File: config.mk
export PLATFORM = sky130hd
export DESIGN_NAME = gflsu_update
export DESIGN_NICKNAME = d
export VERILOG_FILES = /design/src/sv/gflsu_pkg.sv /design/src/sv/gflsu_update.sv
export SDC_FILE = /design/constraint.sdc
export NUM_CORES = 1
export LEC_CHECK = 0
export BUFFER_PORTS_ARGS = -buffer_cell sky130_fd_sc_hd__buf_4
export CAP_MARGIN = 20
export CORE_AREA = 3 3 112 114
export DETAILED_ROUTE_END_ITERATION = 10
export DIE_AREA = 0 0 115 117
export GPL_ROUTABILITY_DRIVEN = 0
export SLEW_MARGIN = 20
export SYNTH_ARGS = -nofsm -noshare
export SYNTH_HDL_FRONTEND = slang
export SYNTH_SLANG_ARGS = --single-unit
File: constraint.sdc
create_clock -name vclk -period 2.31
set_clock_uncertainty 0.05 [all_clocks]
set_input_delay 0.231 -clock vclk [all_inputs]
set_output_delay 0.231 -clock vclk [all_outputs]
set_load 0.01 [all_outputs]
File: src/sv/gflsu_pkg.sv
// ----------------------------------------------------------------------------
// gflsu_pkg: shared types and constants of the grouped first/last select unit
// Holds the sizes, the operation and register codes, the control state
// and the structs that travel between the modules.
// ----------------------------------------------------------------------------
package gflsu_pkg;

   // Sizes
   localparam int MAX_GROUPS = 1024;
   localparam int GROUP_BITS = $clog2(MAX_GROUPS);
   localparam int COUNT_BITS = 11;
   localparam int VALUE_BITS = 64;
   localparam int ADDR_BITS  = 4;
   localparam int DATA_BITS  = 32;

   localparam logic [COUNT_BITS-1:0] GROUPS_RESET = COUNT_BITS'(MAX_GROUPS);
   localparam logic [GROUP_BITS-1:0] LAST_GROUP   = GROUP_BITS'(MAX_GROUPS - 1);

   // Item operation codes
   typedef enum logic [1:0] {
      OP_ACCUM,
      OP_READ,
      OP_CLEAR
   } op_type;

   // Configuration register indexes
   typedef enum logic [1:0] {
      REG_SELECT_LAST,
      REG_SKIP_MISSING,
      REG_GROUPS_IN_USE
   } reg_index_type;

   // Control state: clearing pass over the entry memory or normal running
   typedef enum logic {
      ST_CLEAR,
      ST_RUN
   } state_type;

   // Configuration as seen by the datapath
   typedef struct packed {
      logic                  select_last;
      logic                  skip_missing;
      logic [COUNT_BITS-1:0] groups_in_use;
   } cfg_type;

   // One stored group entry
   typedef struct packed {
      logic                  found;
      logic                  missing;
      logic [VALUE_BITS-1:0] value;
   } entry_type;

   // One input item
   typedef struct packed {
      logic [1:0]            op;
      logic [GROUP_BITS-1:0] group_index;
      logic [VALUE_BITS-1:0] sample_value;
      logic                  sample_missing;
   } item_type;

   // One result item
   typedef struct packed {
      logic [VALUE_BITS-1:0] entry_value;
      logic                  entry_missing;
      logic                  entry_found;
      logic                  group_error;
   } rsp_type;

endpackage

File: src/sv/gflsu_update.sv
// ----------------------------------------------------------------------------
// gflsu_update: entry update and result build
// Decides the store for an accumulate item, drops found on a clear item
// and forms the result from the entry after the step.
// ----------------------------------------------------------------------------
module gflsu_update (
   input  gflsu_pkg::cfg_type    cfg,
   input  gflsu_pkg::item_type   item,
   input  gflsu_pkg::entry_type  cur,
   output logic                  wr_en,
   output gflsu_pkg::entry_type  wr_data,
   output gflsu_pkg::rsp_type    rsp
);

   logic                 err;
   gflsu_pkg::entry_type nxt;

   always_comb begin
      err     = {1'b0, item.group_index} >= cfg.groups_in_use;
      nxt     = cur;
      wr_en   = 1'b0;

      // Store on accumulate: first mode only into an empty group
      case (item.op)
         gflsu_pkg::OP_ACCUM: begin
            if (!err && !(cfg.skip_missing && item.sample_missing) &&
                (cfg.select_last || !cur.found)) begin
               wr_en       = 1'b1;
               nxt.found   = 1'b1;
               nxt.missing = item.sample_missing;
               nxt.value   = item.sample_value;
            end
         end
         gflsu_pkg::OP_CLEAR: nxt.found = 1'b0;
         default: ;
      endcase
      wr_data = nxt;

      // Report an empty or bad group as value zero, missing
      if (err || !nxt.found) begin
         rsp.entry_value   = '0;
         rsp.entry_missing = 1'b1;
         rsp.entry_found   = 1'b0;
      end else begin
         rsp.entry_value   = nxt.value;
         rsp.entry_missing = nxt.missing;
         rsp.entry_found   = 1'b1;
      end
      rsp.group_error = err;
   end

endmodule

==> results of run 1 <==
==> path summary, 6_finish.rpt <==
| path | slack, ns | start | end | cells past startpoint |
|---|---|---|---|---|
| worst max-delay path | -0.1 | item[65] | wr_data[33] | 11 |
| worst min-delay path | 0.72 | cur[52] | wr_data[52] | 3 |
==> Yosys cell counts <==
| library cell | instances |
|---|---|
| buf_4 | 1 |
| buf_6 | 5 |
| mux2i_1 | 65 |
| nor2_1 | 65 |
| o211ai_1 | 1 |
| nand2b_1 | 1 |
| nand4b_1 | 1 |
| clkbuf_1 | 1 |
| mux2_4 | 39 |
| o21ai_0 | 1 |
| o311a_1 | 1 |
| nand3_1 | 1 |
| mux2_2 | 26 |
| o211a_1 | 2 |
| ha_1 | 10 |
| a211oi_1 | 1 |
| inv_1 | 14 |
| nand2_1 | 1 |
| a21o_1 | 2 |
| o22ai_1 | 1 |
| a21oi_1 | 4 |
| nand4_1 | 1 |
| buf_2 | 15 |
| or2_2 | 1 |
==> layout by cell type, fill, tap and decap left out <==
cell type,instances
inv_1,8
nand4b_1,1
o311a_1,1
or2_4,1
mux2_2,20
nand2b_4,1
o22ai_1,1
o21ai_0,1
a211oi_2,1
buf_12,7
clkbuf_16,1
nor2_1,37
ha_4,6
buf_16,4
buf_6,85
nand2_2,1
o211a_4,2
a21oi_2,1
o211ai_1,1
nor2_4,19
ha_1,4
buf_8,2
mux2_4,45
nand3_1,1
mux2i_1,65
inv_2,3
nor2_2,9
nand4_1,1
buf_4,216
inv_4,3
a21oi_1,3
a21o_1,2
==> stage by stage <==
stage          utilization  TNS [ns]  instances  power (uW)
2_1_floorplan            -         0        260         487
3_3_place_gp         0.398    -11.91        681        1090
3_5_place_dp         0.398    -15.81        681        1110
4_1_cts              0.439     -6.98        698        1260
5_1_grt              0.473    -15.27        696        1450
6_report             0.473     -4.75        696        1360
==> kinds of logic after synthesis <==
logic type / after synthesis
mux: 130
simple gates: 71
fa+ha+maj: 10
compound gates: 13
buf+inv: 36
==> per-layer routing <==
layer | up-vias | share of wire | wire (um)
li1 | 1503 | - | -
met1 | 1523 | 0.33 | 3850
met2 | 171 | 0.57 | 6610
met3 | 4 | 0.087 | 1000
met4 | 0 | 0.0050 | 58
met5 | - | 0 | 0
==> final cells by class <==
| type | instances | area [sq um] |
|---|---|---|
| multi-input combinational | 224 | 2320 |
| tap | 143 | 179 |
| fill | 1084 | 6070 |
| inverter | 14 | 60.1 |
| timing repair buffer | 315 | 2880 |
==> power by group through the flow <==
stage               sequential (uW)  clock [uW]  combinational, uW
CTS                               0           0               1260
floorplan                         0           0                487
detailed placement                0           0               1110
global route                      0           0               1450
finish                            0           0               1360
global placement                  0           0               1090
==> repair_timing <==
item	CTS	global route
hold buffers	0	0
gates cloned	7	1
setup buffers	12	6
gates resized for setup	50	132
pin swaps	4	25
endpoints found under the setup margin	125	130
==> results.ini, run 1 <==
[power_and_ir_drop]
power.share.clock=0
seq_power_share=0
p_int_uw=803
p_leak_uw=0.00262
comb_power_share=1.000
p_sw_frac=0.409
p_switching_uw=557
power.density_nw_per_um2=250
ir_drop_mv=0.119

[worst_setup_path]
crit_chain=buf_6 > inv_4 > ha_4 > nand2b_4 > a211oi_2 > o311a_1 > o211a_4 > buf_12 > buf_16 > mux2_4 > buf_6
worstSetupStartpointType=primary input
cp_max_fo=8
cpPeakStageDelay_ns=0.38
slowest_stage=o311a_1
path_buf_inv=5
required_ns=2.03
cp_top_family=compound AO/OA/AOI/OAI gates
path_class=primary input to primary output
cp.arrival_ns=2.13
cpMostUsedCell=buf_6
worst_setup_path_end_kind=primary output

[sta]
max_freq_ghz=0.416
setup_viol=102
tightestPinTransition_ns=0.508
relSlewSlack=0.661
finalHoldViolCount=0
rsz0062_at_grt=true
post-route-min-period_ns=2.41
hold_ws_ns=0.718
fin_ws_ns=-0.0962
drv_slew=0
post-route-period-util=1.04

[detailed_routing]
wl_um=11500
drc=0
ant_nets=0
drtPass1Iterations=3
drtIter0Drc=52
wl_per_cell_um=16.5
via_per_inst=4.60
vias=3201

[synthesis]
synth_top_cell_by_area=mux2i_1
synth_compound_area_frac=0.0411
synth.top_cell.area_share=0.293
yosysSeqAreaShare=0
syn_inst=260
yosys.area_share.adder=0.0563
syn_nets=426
netlist_area_sq_um=2220
ys_types=24
syn_area_per_cell_sq_um=8.54
synthSimpleGateAreaFrac=0.126
synth.area.mux_share=0.688
synth_area_leaders=mux2i_1 (29%), mux2_4 (26%), mux2_2 (13%)
ys_warn_count=0
synth_xor_area_frac=0
synth_top_family_by_area=multiplexers

[global_route]
antenna_found_initial=0
first_global_vias=3348
top_usage_layer=met2
grtUsageMet2=0.309
grt_use_met1=0.147
grt_use_total=0.143
grt_pass1_wl_um=16100
grt_max_degree=66
overflow=0
grtUsageMet3=0.0252

[floorplanning]
start_util=0.193
die_x_um=115
fp.coreArea_sq_um=11500
pin_count=290
die_h_um=117
die_area_sq_um=13500
rows=39

[final_layout]
area_growth_pct=145
final_nets=721
final_cell_area_sq_um=5450
nFlopsAndLatches=0
antennaDiodeCount=0
drive_gt1_frac=0.772
clkbuf_count=0
regArea_sq_um=0

[run_status]
violations=negative setup slack
outcome=finished, violations left

[place]
io_buffers=290
placed_area_sq_um=4590
hpwl_um=8590
post-place-ws_ns=-0.193

[job]
cap_viol_max_count=0

[min_path]
hold_path.class=primary input to primary output

Power figures use the tool's default switching activity.
==> inputs of run 2 (changes only) <==
==> constraint.sdc (replaced) <==
create_clock -name vclk -period 2.4
set_clock_uncertainty 0.05 [all_clocks]
set_input_delay 0.24 -clock vclk [all_inputs]
set_output_delay 0.24 -clock vclk [all_outputs]
set_load 0.01 [all_outputs]
==> results.ini, run 2 (same netlist as run 1, synthesis figures left out) <==
[place]
io_buffers=290
post-place-ws_ns=-0.118
hpwl_um=8390

[sta]
fin_ws_ns=-0.0573
post-route-period-util=1.02
max_freq_ghz=0.407
rsz0062_at_grt=true
post-route-min-period_ns=2.46
setup_viol=63
tightestPinTransition_ns=0.466
relSlewSlack=0.689
drv_slew=0
finalHoldViolCount=0

[floorplanning]
start_util=0.193
rows=39
fp.coreArea_sq_um=11500
die_h_um=117
die_area_sq_um=13500
die_x_um=115
pin_count=290

[power_and_ir_drop]
power.density_nw_per_um2=230
p_total_uw=1160
ir_drop_mv=0.102
p_leak_uw=0.00253

[final_layout]
nFlopsAndLatches=0
n_fill_cell=1142
multi_input_area_sq_um=2130
area_growth_pct=128
layout_common_cells=buf_4 (254), mux2i_1 (65), nor2_1 (64), mux2_4 (45), buf_6 (41)
drive_gt1_frac=0.712
final_nets=714
antennaDiodeCount=0
mostFrequentLayoutCell=buf_4
clkbuf_count=0
regArea_sq_um=0

[detailed_routing]
wl_per_cell_um=15.9
drc=0
drtPass1Iterations=3
wl_um=10900
vias=3070
ant_nets=0
via_per_inst=4.46
drtIter0Drc=48

[worst_setup_path]
worstSetupStartpointType=primary input
cp_max_fo=15
required_ns=2.11
path_class=primary input to primary output
worst_setup_path_end_kind=primary output
cp.arrival_ns=2.17

[global_route]
first_global_vias=3176
grt_max_degree=66
grt_use_total=0.135
antenna_found_initial=0
overflow=0
grt_pass1_wl_um=15200

[job]
cap_viol_max_count=0

[run_status]
violations=negative setup slack
outcome=finished, violations left

[min_path]
hold_path.class=primary input to primary output

run 2: cell types whose count changed in the layout (fill, tap and decap cells not counted), sizes merged:
cell / previous run / this run
clkbuf: 1 / 3
bufbuf: 0 / 1
buf: 314 / 304
run 2: timing repair:
item,4_1_cts,5_1_grt
setup endpoints to repair,128,131
gates resized for setup,55,20
pin swaps,0,5
cloned,3,4
setup buffers,3,2
hold buffers,0,0
run 2: critical path: stages:
cell	delay [ns]
buf_6	0.07
inv_4	0.03
ha_4	0.24
nand2b_4	0.11
a211oi_2	0.06
o311a_1	0.38
o211a_4	0.28
bufbuf_16	0.31
mux2_4	0.30
buf_4	0.15
run 2: area by class of cell:
| cell class | count | share of cell area |
|---|---|---|
| Inverter | 14 | 0.0119 |
| Multi-Input combinational cell | 224 | 0.422 |
| Timing Repair Buffer | 308 | 0.530 |
| Tap cell | 143 | 0.0354 |
run 2: power breakdown:
part | total [uW] | internal [uW] | switching (uW) | leakage, uW
Combinational | 1160 | 693 | 468 | 0.00253
Clock | 0 | 0 | 0 | 0
Sequential | 0 | 0 | 0 | 0
run 2: layer usage:
layer | vias up | track usage | wire [um]
li1 | 1493 | - | -
met1 | 1396 | 0.140 | 3800
met2 | 175 | 0.285 | 6070
met3 | 6 | 0.0267 | 989
met4 | 0 | 0.0110 | 82
met5 | - | 0 | 0
run 2: per-stage QoR:
| step | instance area [sq um] | hold slack, ns | setup TNS (ns) | std cells | utilization |
|---|---|---|---|---|---|
| after floorplan | 2220 | 0.565 | 0 | 260 | - |
| after global placement | 4530 | 0.739 | -6.86 | 677 | 0.394 |
| after detailed placement | 4530 | 0.742 | -8.36 | 677 | 0.394 |
| after CTS | 4890 | 0.736 | -1.52 | 683 | 0.424 |
| after global routing | 5050 | 0.745 | -6.14 | 689 | 0.439 |
| final | 5050 | 0.735 | -1.69 | 689 | 0.439 |
run 2: path summary, 6_finish.rpt:
kind,from,endpoint,slack [ns],cells after the start
setup / recovery,item[65],wr_data[62],-0.06,10
hold / removal,item[43],wr_data[42],0.74,3
