File: config.mk
export PLATFORM = sky130hd
export DESIGN_NAME = gflsu_csr
export DESIGN_NICKNAME = d
export VERILOG_FILES = /design/src/sv/gflsu_pkg.sv /design/src/sv/gflsu_csr.sv
export SDC_FILE = /design/constraint.sdc
export NUM_CORES = 1
export LEC_CHECK = 0
export BUFFER_PORTS_ARGS = -buffer_cell sky130_fd_sc_hd__buf_4
export CORE_MARGIN = 1.5
export CORE_UTILIZATION = 32
export CTS_CLUSTER_SIZE = 40
export DETAILED_ROUTE_END_ITERATION = 16
export GPL_ROUTABILITY_DRIVEN = 0
export GPL_TIMING_DRIVEN = 0
export HOLD_SLACK_MARGIN = 0.15
export PLACE_DENSITY = 0.87
export RECOVER_POWER = 50
export SLEW_MARGIN = 20
export SYNTH_ARGS = -nofsm -noshare
export SYNTH_HDL_FRONTEND = slang
export SYNTH_SLANG_ARGS = --single-unit
export TNS_END_PERCENT = 1
File: constraint.sdc
create_clock -name clock -period 0.8 [get_ports clock]
set_input_delay 0.12 -clock clock [delete_from_list [all_inputs] [get_ports clock]]
set_output_delay 0.12 -clock clock [all_outputs]
set_load 0.01 [all_outputs]
File: src/sv/gflsu_pkg.sv
// ----------------------------------------------------------------------------
// gflsu_pkg: shared types and constants of the grouped first/last select unit
// Holds the sizes, the operation and register codes, the control state
// and the structs that travel between the modules.
// ----------------------------------------------------------------------------
package gflsu_pkg;

   // Sizes
   localparam int MAX_GROUPS = 1024;
   localparam int GROUP_BITS = $clog2(MAX_GROUPS);
   localparam int COUNT_BITS = 11;
   localparam int VALUE_BITS = 64;
   localparam int ADDR_BITS  = 4;
   localparam int DATA_BITS  = 32;

   localparam logic [COUNT_BITS-1:0] GROUPS_RESET = COUNT_BITS'(MAX_GROUPS);
   localparam logic [GROUP_BITS-1:0] LAST_GROUP   = GROUP_BITS'(MAX_GROUPS - 1);

   // Item operation codes
   typedef enum logic [1:0] {
      OP_ACCUM,
      OP_READ,
      OP_CLEAR
   } op_type;

   // Configuration register indexes
   typedef enum logic [1:0] {
      REG_SELECT_LAST,
      REG_SKIP_MISSING,
      REG_GROUPS_IN_USE
   } reg_index_type;

   // Control state: clearing pass over the entry memory or normal running
   typedef enum logic {
      ST_CLEAR,
      ST_RUN
   } state_type;

   // Configuration as seen by the datapath
   typedef struct packed {
      logic                  select_last;
      logic                  skip_missing;
      logic [COUNT_BITS-1:0] groups_in_use;
   } cfg_type;

   // One stored group entry
   typedef struct packed {
      logic                  found;
      logic                  missing;
      logic [VALUE_BITS-1:0] value;
   } entry_type;

   // One input item
   typedef struct packed {
      logic [1:0]            op;
      logic [GROUP_BITS-1:0] group_index;
      logic [VALUE_BITS-1:0] sample_value;
      logic                  sample_missing;
   } item_type;

   // One result item
   typedef struct packed {
      logic [VALUE_BITS-1:0] entry_value;
      logic                  entry_missing;
      logic                  entry_found;
      logic                  group_error;
   } rsp_type;

endpackage

File: src/sv/gflsu_csr.sv
// ----------------------------------------------------------------------------
// gflsu_csr: configuration registers
// APB-style register file with select_last, skip_missing and groups_in_use.
// ----------------------------------------------------------------------------
module gflsu_csr (
   input  logic                              clock,
   input  logic                              reset,
   input  logic                              psel,
   input  logic                              penable,
   input  logic                              pwrite,
   input  logic [gflsu_pkg::ADDR_BITS-1:0]   paddr,
   input  logic [gflsu_pkg::DATA_BITS-1:0]   pwdata,
   output logic [gflsu_pkg::DATA_BITS-1:0]   prdata,
   output logic                              pready,
   output gflsu_pkg::cfg_type                cfg
);

   logic                               select_last_ff;
   logic                               skip_missing_ff;
   logic [gflsu_pkg::COUNT_BITS-1:0]   groups_in_use_ff;
   logic                               wr_hit;
   logic [1:0]                         reg_index;

   assign pready    = 1'b1;
   assign reg_index = paddr[3:2];
   assign wr_hit    = psel & penable & pwrite;

   // Write registers on the access cycle
   always_ff @(posedge clock) begin
      if (reset) begin
         select_last_ff   <= 1'b0;
         skip_missing_ff  <= 1'b0;
         groups_in_use_ff <= gflsu_pkg::GROUPS_RESET;
      end else if (wr_hit) begin
         case (reg_index)
            gflsu_pkg::REG_SELECT_LAST:   select_last_ff   <= pwdata[0];
            gflsu_pkg::REG_SKIP_MISSING:  skip_missing_ff  <= pwdata[0];
            gflsu_pkg::REG_GROUPS_IN_USE: groups_in_use_ff <= pwdata[gflsu_pkg::COUNT_BITS-1:0];
            default: ;
         endcase
      end
   end

   // Read back
   always_comb begin
      prdata = '0;
      case (reg_index)
         gflsu_pkg::REG_SELECT_LAST:   prdata[0] = select_last_ff;
         gflsu_pkg::REG_SKIP_MISSING:  prdata[0] = skip_missing_ff;
         gflsu_pkg::REG_GROUPS_IN_USE: prdata[gflsu_pkg::COUNT_BITS-1:0] = groups_in_use_ff;
         default: ;
      endcase
   end

   assign cfg.select_last   = select_last_ff;
   assign cfg.skip_missing  = skip_missing_ff;
   assign cfg.groups_in_use = groups_in_use_ff;

endmodule

==> metrics.txt, run 1 <==
status complete, but fails checks; violated checks negative setup slack; Distinct cells, synth 16; Final Skew 0 ps; Hold Path Cell Cnt 3; DR pass1 iterations 2; WP data required 680 ps; largest net degree at the start of global routing 11; Crit. End Element output pin; GRT Residual Overflow 0; vias per cell 4.044; setup slack at placement -496.6 ps; Critical R2R Launch groups_in_use_ff[0]; synthesis-to-finish area growth 82.29%; IO buf count 41; area leader, netlist dfxtp_1; number of global-route vias before repair 811; fin crit share 137.0%; critical path peak fanout 3; Global Route Usage Sum 14.46%; core area 2522 um^2; CTS max path bufs 2; top cells by area, synth dfxtp_1 (30%), buf_4 (21%), mux2i_1 (16%); hold path endpoint skip_missing_ff; Final Critical Period 1096 ps; TritonCTS buffer count 3; worst vdd ir 1.188 mV; Ant. Diodes 0; die width 55.32 um; TritonCTS clock tree yes; H-Tree Depth 1; Power Density 914.4 nW/um^2; later-pin clock latency in the skew report 270 ps; Inst Count DP 189; ANT nets after route 0; P_leak 0.7694 nW; PnR worst setup slack -296.3 ps; final hold violation count 0; hold path startpoint penable; Avg Cell Area, Syn 8.937 um^2; Clock Sinks 13; FF-to-FF path depth 3; RSZ-0062 raised after global routing yes; reg2reg end groups_in_use_ff[0]; r2r setup slk 120 ps; global-route wire length before repair 3505 um; routed len/inst 10.67 um; sequential area share after synthesis 29.71%; endpoints failing setup 24; clock slew at reported path FFs 70 ps; die area 3060 um^2; Synth top cells by count buf_4 (24), nand2b_1 (22), mux2i_1 (14), dfxtp_1 (13), and2_1 (10); fraction of layout cells with a size suffix above 1 54.60%; Startpoint Class register; I/O pins 87; count leader, synth buf_4; Slew Viols, Final 0; fill count 204; Layout Cells excl Fill 204; Mapped Cells 98; placed standard-cell area 1296 um^2; CTS Root Buffer Type clkbuf_4; max_cap viols 0; Starting Density 34.72%; Arr. time, crit path 980 ps; Highest Clock Rate 912.2 MHz; post-synthesis async set-or-reset flop share 0%; Total Power 1.460 mW; Synth warnings 0; min-delay worst type input port to register; #FFs+latches synth 13; Via Count 825; Synth top area share 29.71%; design area 1597 um^2; drt drc 0; Post-DP HPWL 1503 um; Final #Nets 216; die extent in y 55.32 um; CTS Hold Bufs 10; Crit Path Category register to output pin; initial antenna violation count 0; DRT iter0 DRCs 8; Std-Cell Rows 18; Synth Cell Area 875.8 um^2; drt total wl 2176 um; final setup TNS -2980 ps; EDFF count, synth 0; Main synth FF type dfxtp_1
-- placed cells by master (no fill, tap or decap), types with 3 or more instances in the layout --
cell           count
mux2i_1           14
buf_6             29
dlygate4sd3_1      9
clkbuf_1           4
nand2b_1          22
conb_1            22
and2_4            10
clkbuf_4           3
dfxtp_2           12
buf_4             37
-- layer usage --
layer	wire length (um)	track usage, %	vias up	share of wire, %
li1	-	-	416	-
met4	0	2.787	0	0
met5	0	0	-	0
met1	854	13.51	367	39
met3	176	5.621	0	8.1
met2	1146	29.08	42	53
-- worst max-delay path: stages (launching register included) --
cell,delay (ps)
dfxtp_2,330
mux2i_1,150
o21ai_1,80
buf_4,140
-- kinds of logic after synthesis --
group                  count (synthesis)  share of synthesized area (%)
and+or+nand+nor                       41                          30.14
buffers and inverters                 27                          22.71
muxes                                 14                          16.00
DFF                                   13                          29.71
other                                  2                         0.8575
AOI/OAI and AO/OA                      1                         0.5709
-- registers in the layout, summed over array words and instances (netlist names) --
signal            cells
select_last_ff        1
groups_in_use_ff     11
skip_missing_ff       1
-- per-stage QoR --
stage | hold slack (ps) | utilization (%)
global route | 122.6 | 63.29
global placement | 377.2 | 51.39
detailed placement | 387.6 | 51.39
floorplan | 274.7 | -
CTS | 136.0 | 59.52
finish | 139.7 | 63.29
-- worst max path at each step --
| stage | from | end | slack (ps) | cells after the start |
|---|---|---|---|---|
| 3_5_place_dp | paddr[2] | prdata[3] | -500 | 4 |
| 4_1_cts | select_last_ff | prdata[0] | -300 | 3 |
| 5_1_grt | select_last_ff | prdata[0] | -400 | 3 |
| 2_1_floorplan | pwrite | groups_in_use_ff[10] | -40 | 4 |
| 3_3_place_gp | paddr[2] | prdata[8] | -460 | 4 |
| 6_report | select_last_ff | prdata[0] | -300 | 3 |
-- final cells by class --
type / instances / area, um^2 / area share [%]
timing repair buffer: 52 / 515.5 / 32.29
multi-input combinational: 78 / 539.3 / 33.78
tap: 30 / 37.54 / 2.351
clock buffer: 4 / 26.28 / 1.646
buffer: 27 / 202.7 / 12.70
sequential: 13 / 275.3 / 17.24
-- power by group --
| part | switching (mW) | leakage, nW | internal [mW] |
|---|---|---|---|
| Sequential | 0.00786 | 0.110 | 0.656 |
| Combinational | 0.159 | 0.644 | 0.238 |
| Clock | 0.206 | 0.0150 | 0.193 |
| Total | 0.373 | 0.769 | 1.09 |
-- timing repair --
item,CTS,global route
setup buffers,1,0
pin swaps,0,1
endpoints found under the setup margin,24,30
hold endpoints to repair,11,1
gates resized for setup,28,29
Note: power is estimated with default switching activity, not from simulation.
==> inputs of run 2 (changes only) <==
CORE_ASPECT_RATIO = 1.2   (was default)
==> run 2 against run 1 <==
Compared with the run above: the run still ends with negative setup slack left; final area is 6.2% lower; sequential cell count stayed put; die area hardly changed; largest power group unchanged; critical path type unchanged; critical endpoint unchanged.
==> metrics.txt, run 2 (synthesis results as in run 1) <==
met2 usage in global routing 29.51% (was 29.08%); Final #Nets 215 (was 216); Top reg by flops groups_in_use_ff (unchanged); synthesis-to-finish area growth 71.00% (was 82.29%); Std-Cell Rows 20 (was 18); DRT iter0 DRCs 4 (was 8); H-Tree Depth 1 (unchanged); Startpoint Class register (unchanged); TritonCTS buffer count 3 (unchanged); CP bufs+invs 1 (unchanged); P_leak 0.7288 nW (was 0.7694 nW); max_cap viols 0 (unchanged); Power Density 953.2 nW/um^2 (was 914.4 nW/um^2); met3 Usage GRT 3.000% (was 5.621%); WP data required 680 ps (about the same); number of global-route vias before repair 746 (was 811); largest net degree at the start of global routing 11 (unchanged); die extent in y 60.31 um (was 55.32 um); fraction of layout cells with a size suffix above 1 49.13% (was 54.60%); drt drc 0 (unchanged); Post-DP HPWL 1521 um (was 1503 um); Ant. Diodes 0 (unchanged); global-route wire length before repair 3167 um (was 3505 um); min-delay worst type input port to register (unchanged); commonest non-fill, non-tap cell in the layout buf_4 (unchanged); Worst path max stage delay 340 ps (was 330 ps); ANT nets after route 0 (unchanged); TritonCTS clock tree yes (unchanged); CTS Hold Bufs 9 (was 10); clock slew at reported path FFs 80 ps (was 70 ps); Starting Density 33.98% (was 34.72%); Crit. End Element output pin (unchanged); Arr. time, crit path 940 ps (was 980 ps); PnR worst setup slack -264.7 ps (was -296.3 ps); DR pass1 iterations 4 (was 2); final hold violation count 0 (unchanged); initial antenna violation count 0 (unchanged); status complete, but fails checks (unchanged); Highest Clock Rate 939.2 MHz (was 912.2 MHz); GRT Residual Overflow 0 (unchanged); worst vdd ir 0.6844 mV (was 1.188 mV); die width 50.76 um (was 55.32 um); most used routing layer met2 (unchanged); Slew Viols, Final 0 (unchanged); CP cell instances mux2i_1, o21ai_1, buf_4 (unchanged); most frequent cells in the layout buf_4 (51), nand2b_1 (22), conb_1 (22) (was buf_4 (37), buf_6 (29), nand2b_1 (22), conb_1 (22), mux2i_1 (14)); routed len/inst 9.694 um (was 10.67 um); Final Skew 0 ps (unchanged); Via Count 813 (was 825); violated checks negative setup slack (unchanged); critical path peak fanout 3 (unchanged); crit-path leading delay family flip-flops (unchanged); IO buf count 41 (unchanged); CTS max path bufs 2 (unchanged); I/O pins 87 (unchanged); CP max-delay cell dfxtp_2 (unchanged); endpoints failing setup 24 (unchanged); Global Route Usage Sum 13.66% (was 14.46%); CTS Root Buffer Type clkbuf_4 (unchanged); core area 2577 um^2 (was 2522 um^2); utilization after layout 58.11% (was 63.29%); drt total wl 1997 um (was 2176 um); vias per cell 3.947 (was 4.044); Regs by FF count groups_in_use_ff x11, select_last_ff x1, skip_missing_ff x1 (unchanged); Final Critical Period 1065 ps (was 1096 ps); final setup TNS -3043 ps (was -2980 ps); worst hold slack 121.6 ps (was 139.7 ps); fin crit share 133.1% (was 137.0%); Crit Path Category register to output pin (unchanged); later-pin clock latency in the skew report 270 ps (about the same); RSZ-0062 raised after global routing yes (unchanged); Clock Sinks 13 (unchanged); die area 3061 um^2 (was 3060 um^2); grt met1 use 12.29% (was 13.51%); max FFs per register 11 (unchanged); setup slack at placement -393.1 ps (was -496.6 ps)
[run 2: changes by cell type in the layout (fill, tap and decap cells not counted), moves of 10 or more]
cell / before / now
and2_4: 10 / 0
buf_6: 29 / 16
buf_4: 37 / 51
and2_1: 0 / 10
[run 2: layout make-up]
class | count | area [um^2]
buffer | 27 | 202.7
clock buffer | 4 | 26.28
fill | 241 | 1080
multi-input combinational | 78 | 494.2
sequential | 13 | 275.3
tap | 33 | 41.29
timing repair buffer | 51 | 457.9
[run 2: timing repair]
action | 4_1_cts | 5_1_grt
endpoints found under the hold margin | 11 | 1
gates resized for setup | 29 | 0
buffers inserted | 1 | 0
setup endpoints to repair | 24 | 25
[run 2: through the flow]
stage	power (mW)	instance area [um^2]	instances
floorplan	0.8795	950.9	118
global placement	0.9891	1300	192
detailed placement	0.9919	1300	192
CTS	1.442	1499	206
global route	1.515	1498	206
finish	1.428	1498	206
[run 2: final timing paths]
path	from	slack, ps	depth (start not counted)	to
setup / recovery	select_last_ff	-260	3	prdata[0]
hold / removal	pwdata[10]	120	3	groups_in_use_ff[10]
setup reg to reg	groups_in_use_ff[0]	120	3	groups_in_use_ff[0]
hold reg to reg	groups_in_use_ff[1]	490	2	groups_in_use_ff[1]
[run 2: report_power, final]
group | internal (mW) | total, mW | switching [mW]
Clock | 0.193 | 0.401 | 0.208
Sequential | 0.656 | 0.663 | 0.00740
Combinational | 0.218 | 0.363 | 0.145
[run 2: layer usage]
layer,up-vias,wire (um)
met2,43,1084
met1,353,726
met3,0,186
met4,0,0
met5,-,0
li1,417,-
[run 2: worst register-to-register path, stage by stage, from the launching register on]
cell	delay [ps]
dfxtp_1	320
buf_4	130
nand2b_1	70
mux2i_1	60
